### config.mk
export PLATFORM = sky130hd
export DESIGN_NAME = vpa_ctrl
export DESIGN_NICKNAME = d
export VERILOG_FILES = /design/src/design/assert_macros.svh /design/src/design/vpa_pkg.sv /design/src/design/vpa_ctrl.sv
export SDC_FILE = /design/constraint.sdc
export NUM_CORES = 1
export LEC_CHECK = 0
export BUFFER_PORTS_ARGS = -buffer_cell sky130_fd_sc_hd__buf_4
export CAP_MARGIN = 20
export CORE_ASPECT_RATIO = 1.5
export CORE_MARGIN = 5
export CORE_UTILIZATION = 45
export CTS_CLUSTER_DIAMETER = 30
export DETAILED_ROUTE_END_ITERATION = 7
export PLACE_DENSITY = 0.76
export REMOVE_ABC_BUFFERS = 1
export SYNTH_ARGS = -nofsm -noshare
export SYNTH_HDL_FRONTEND = slang
export SYNTH_SLANG_ARGS = --single-unit
### constraint.sdc
create_clock -name clk -period 2.6 [get_ports clk]
set_input_delay 0.13 -clock clk [delete_from_list [all_inputs] [get_ports clk]]
set_output_delay 0.13 -clock clk [all_outputs]
set_load 0.05 [all_outputs]
### src/design/assert_macros.svh
// assertion helpers used by the top-level allocator module
`ifndef ASSERT_MACROS_SVH
`define ASSERT_MACROS_SVH

`ifndef SYNTHESIS
`define VPA_ASSERT(label, prop, msg) \
	label: assert property (@(posedge clk) disable iff (!arst_n) prop) else $error(msg);
`define VPA_NEVER(label, cond, msg) \
	label: assert property (@(posedge clk) disable iff (!arst_n) !(cond)) else $error(msg);
`else
`define VPA_ASSERT(label, prop, msg)
`define VPA_NEVER(label, cond, msg)
`endif

`endif

### src/design/vpa_pkg.sv
package vpa_pkg;

	localparam int OWNER_W = 8;
	localparam int SIZE_W = 16;
	localparam int unsigned POOL_RESET = 640;

	localparam logic REG_FIT = 1'b0;
	localparam logic REG_POOL = 1'b1;

	localparam logic OP_ALLOC = 1'b0;
	localparam logic OP_FREE = 1'b1;

	typedef enum logic [1:0] {
		FIT_FIRST = 2'd0,
		FIT_BEST = 2'd1,
		FIT_WORST = 2'd2,
		FIT_NEXT = 2'd3
	} fit_t;

	typedef enum logic [1:0] {
		ST_OK = 2'd0,
		ST_NOFIT = 2'd1,
		ST_NOOWNER = 2'd2,
		ST_FULL = 2'd3
	} status_t;

	typedef struct packed {
		logic load;
		logic fscan_pick;
		logic fscan_nbr;
		logic nf_retry;
		logic uscan;
		logic acommit;
		logic fcommit;
		logic fail;
		status_t fail_code;
		logic out_load;
	} cmd_t;

	typedef struct packed {
		logic op_free;
		logic size_zero;
		logic tbl_full;
		logic ucnt_zero;
		logic nf_mode;
		logic fdone;
		logic pk_found;
		logic udone;
		logic ufound;
		logic merge_ok;
		logic shdone;
		logic out_busy;
	} stat_t;

endpackage

### src/design/vpa_ctrl.sv
module vpa_ctrl (
	input  logic           clk,
	input  logic           arst_n,
	input  logic           in_valid,
	output logic           in_ready,
	input  logic           out_ready,
	input  vpa_pkg::stat_t st,
	output vpa_pkg::cmd_t  cmd
);
	import vpa_pkg::*;

	typedef enum logic [8:0] {
		S_IDLE    = 9'b000000001,
		S_DECIDE  = 9'b000000010,
		S_ASCAN   = 9'b000000100,
		S_ACOMMIT = 9'b000001000,
		S_USCAN   = 9'b000010000,
		S_FSCAN   = 9'b000100000,
		S_FAPPLY  = 9'b001000000,
		S_SHIFT   = 9'b010000000,
		S_DONE    = 9'b100000000
	} state_t;

	state_t state_q, state_d;
	logic retry_q, retry_d;

	assign in_ready = (state_q == S_IDLE);

	always_comb begin
		state_d = state_q;
		retry_d = retry_q;
		cmd = '0;
		cmd.fail_code = ST_OK;
		case (state_q)
			S_IDLE: begin
				if (in_valid) begin
					cmd.load = 1'b1;
					retry_d = 1'b0;
					state_d = S_DECIDE;
				end
			end
			S_DECIDE: begin
				if (!st.op_free) begin
					if (st.size_zero) begin
						cmd.fail = 1'b1;
						cmd.fail_code = ST_NOFIT;
						state_d = S_DONE;
					end else if (st.tbl_full) begin
						cmd.fail = 1'b1;
						cmd.fail_code = ST_FULL;
						state_d = S_DONE;
					end else begin
						cmd.fscan_pick = 1'b1;
						state_d = S_ASCAN;
					end
				end else if (st.ucnt_zero) begin
					cmd.fail = 1'b1;
					cmd.fail_code = ST_NOOWNER;
					state_d = S_DONE;
				end else begin
					cmd.uscan = 1'b1;
					state_d = S_USCAN;
				end
			end
			S_ASCAN: begin
				if (st.fdone) begin
					if (st.pk_found) begin
						state_d = S_ACOMMIT;
					end else if (st.nf_mode && !retry_q) begin
						cmd.nf_retry = 1'b1;
						retry_d = 1'b1;
					end else begin
						cmd.fail = 1'b1;
						cmd.fail_code = ST_NOFIT;
						state_d = S_DONE;
					end
				end
			end
			S_ACOMMIT: begin
				cmd.acommit = 1'b1;
				state_d = S_DONE;
			end
			S_USCAN: begin
				if (st.udone) begin
					if (st.ufound) begin
						cmd.fscan_nbr = 1'b1;
						state_d = S_FSCAN;
					end else begin
						cmd.fail = 1'b1;
						cmd.fail_code = ST_NOOWNER;
						state_d = S_DONE;
					end
				end
			end
			S_FSCAN: begin
				if (st.fdone) begin
					if (st.merge_ok) begin
						state_d = S_FAPPLY;
					end else begin
						cmd.fail = 1'b1;
						cmd.fail_code = ST_FULL;
						state_d = S_DONE;
					end
				end
			end
			S_FAPPLY: begin
				cmd.fcommit = 1'b1;
				state_d = S_SHIFT;
			end
			S_SHIFT: begin
				if (st.shdone) begin
					state_d = S_DONE;
				end
			end
			S_DONE: begin
				if (!st.out_busy || out_ready) begin
					cmd.out_load = 1'b1;
					state_d = S_IDLE;
				end
			end
			default: begin
				state_d = S_IDLE;
			end
		endcase
	end

	always_ff @(posedge clk or negedge arst_n) begin
		if (!arst_n) begin
			state_q <= S_IDLE;
			retry_q <= 1'b0;
		end else begin
			state_q <= state_d;
			retry_q <= retry_d;
		end
	end

endmodule

==> metrics.md <==
| Metric | Value |
|---|---|
| Worst Min Path Start | `in_valid` |
| Largest area contributor in the netlist | `dfrtp_1` |
| Fraction of layout cells with a size suffix above 1 | `0.403` |
| Height of the die | `about 66 um` |
| Util after Layout | `0.573` |
| Setup ws final | `141 ps` |
| H-tree levels | `1` |
| Top delay family on crit path | `simple AND/OR/NAND/NOR gates` |
| Tcrit/Tclk final | `0.946` |
| Detailed-placement wirelength estimate | `around 1.9 mm` |
| Max Clk Rate | `407 MHz` |
| Register Area | `roughly 250 sq um` |
| I/O pin count | `28` |
| Total Routing Usage GR | `0.165` |
| Vias per cell | `a little over 6` |
| Antenna viol nets, final | `0` |
| Initial antenna violation count | `0` |
| Setup_tns | `0 ps` |
| Grt ovf | `0` |
| Clk slew on worst S/H paths | `around 80 ps` |
| Final hold vios | `0` |
| Number of cells on the critical path | `5` |
| HP Class | `input port to register` |
| Max-slew violation count | `0` |
| First-pass GRT wire length | `3.77 mm` |
| Layout area overhead | `22.6%` |
| CP Buf/Inv Count | `1` |
| Leakage Power | `0.000567 uW` |
| Mapped cell area | `roughly 950 sq um` |
| Max_slew headroom | `0.729` |
| Rows | `20` |
| CTS Buf Count | `3` |
| Via count | `934` |
| Final hold slack | `just over 100 ps` |
| CTS tree | `yes` |
| Vias in the first global route | `914` |
| # fillers | `roughly 190` |
| Core area | `2030 sq um` |
| Async SR Flop Fraction | `1.00` |
| Total power draw | `a little under 900 uW` |
| Worst IR Drop VDD | `roughly 0.00036 V` |
| Crit end category | `primary output` |
| Residual DRC | `0` |
| Clock Path Buffers | `2` |
| Commonest non-fill, non-tap cells in the layout | `buf_4, dfrtp_1, nor2_1` |
| Die Wd | `between 40 and 50 um` |
| Depth of the worst register-to-register path | `5` |
| Critical setup path kind | `register to primary output` |
| Post-synth cell types | `between 50 and 60` |
| Drt pass-1 iters | `4` |
| # Max-Cap Violations | `0` |
| Critical Path Max Stage Delay | `about 630 ps` |
| Element type at the critical path start | `register` |
| Post-synth top area share | `0.237` |
| Main flop type after synthesis | `dfrtp_1` |
| Final setup fails | `0` |
| CP Data Arrival Time | `around 2300 ps` |
| Effective utilization at floorplan | `0.468` |
| Clock Sinks | `10` |
| Clock latency on the worst-skew pair | `roughly 280 ps` |
| Nets | `~150` |
| ANT cells | `0` |
| DIE AREA | `approximately 3100 sq um` |
| Total setup buffers inserted after CTS | `0` |
| Crit path from | `state_q[2]$_DFFE_PN0P_` |
| Setup WS pre-CTS | `between 400 and 500 ps` |
| CP Capture Point | `cmd[1]` |
| GPL Wtd Cong | `between 0.8 and 0.9` |
| Starting DRT DRC Count | `39` |
| FF+latch count, synth | `10` |
| Worst-margin pin slew | `roughly 400 ps` |
| Top post-synthesis cells by area | `dfrtp_1, nor4_4, buf_6, and3_1, nor2_1` |
| Critical path, cell by cell | `or4_4 -> nor4_4 -> nand2_1 -> o311ai_1 -> buf_4` |
| Cells after synthesis | `between 100 and 150` |
| Max FO, Critical Path | `9` |
| Seq/Total Area, Yosys | `0.265` |
| Commonest non-fill, non-tap cell in the layout | `buf_4` |
| WP data required | `between 2000 and 2500 ps` |
| Clk_skew | `approximately 7.5 ps` |
| Largest net degree at the start of global routing | `12` |
| RSZ-0062 raised after global routing | `false` |
| Wire length per cell | `15.8 um` |
| Syn. warnings | `0` |
| Multi-input logic area | `between 600 and 700 sq um` |
| Final WL | `about 2.4 mm` |
| Worst reg2reg path startpoint | `state_q[2]$_DFFE_PN0P_` |
| Post-Syn Area per Cell | `roughly 9.1 sq um` |
| Final Critical Period | `2460 ps` |
| Pwr Density | `around 750 nW/um^2` |
| Worst reg2reg setup slack | `about 520 ps` |
| Root buffer cell | `clkbuf_4` |
| Critical path's slowest cell | `or4_4` |
| Post-synth EDFFs | `0` |
| R2r endpoint | `state_q[0]$_DFFE_PN1P_` |
| Outcome | `completed` |
| IO Port Bufs | `27` |
layout make-up:
type / instances / share of cell area
Timing Repair Buffer: 28 / 0.183
Clock buffer: 4 / 0.0312
Tap cell: 22 / 0.0237
Inverter: 4 / 0.0129
Multi-Input combinational cell: 83 / 0.533
Sequential cell: 10 / 0.216
stage by stage:
step           cell area, sq um  std cells
2_1_floorplan               881         97
3_3_place_gp               1110        146
3_5_place_dp               1110        146
4_1_cts                    1160        151
5_1_grt                    1160        151
6_report                   1160        151
worst min path at each step:
stage / to / slack (ps) / cells past startpoint
after detailed placement: state_q[7]$_DFFE_PN0P_ / -30 / 1
after CTS: state_q[1]$_DFFE_PN0P_ / 110 / 2
final: state_q[1]$_DFFE_PN0P_ / 100 / 2
after global routing: state_q[1]$_DFFE_PN0P_ / 130 / 2
after global placement: state_q[7]$_DFFE_PN0P_ / -30 / 1
after floorplan: retry_q$_DFFE_PN0P_ / -170 / 0
synthesized netlist by cell type, drive strengths merged, types with 2 or more instances:
library cell	instances
and4	2
o31ai	2
nor3	6
nor4	3
mux2	2
nand3	3
a21oi	3
nor3b	3
a21o	2
a22oi	2
nand2	5
and3	5
nor2	8
nand2b	3
or3	4
buf	5
o32a	2
dfrtp	9
inv	4
nor2b	4
clkbuf	2
o21ai	3
power breakdown:
part	internal, uW	total [uW]	switching [uW]	leakage (uW)
Sequential	184	228	43.7	0.000135
Combinational	206	496	291	0.000411
Clock	85.3	150	64.4	0.0000210
sequential cells by signal (all words and copies together) (netlist names):
| register | count |
|---|---|
| state_q | 9 |
| retry_q | 1 |
layer usage:
layer	GRT usage	up-vias	part of all wire
met4	0.111	0	0.030
met2	0.268	34	0.51
li1	-	446	-
met5	0	-	0
met3	0.0109	7	0.052
met1	0.196	447	0.41
repair_timing:
| action | CTS | global route |
|---|---|---|
| hold buffers | 1 | 0 |
| hold endpoints to repair | 10 | 0 |
| gates resized for setup | 0 | 1 |
| endpoints found under the setup margin | 0 | 1 |
cells by family after synthesis:
family                    share of synthesized area
AOI/OAI and AO/OA                             0.190
xor gates and xnor gates                    0.00924
buffers and inverters                        0.0871
DFF                                           0.265
muxes                                        0.0277
and+or+nand+nor                               0.421
Note: power is estimated with default switching activity, not from simulation.
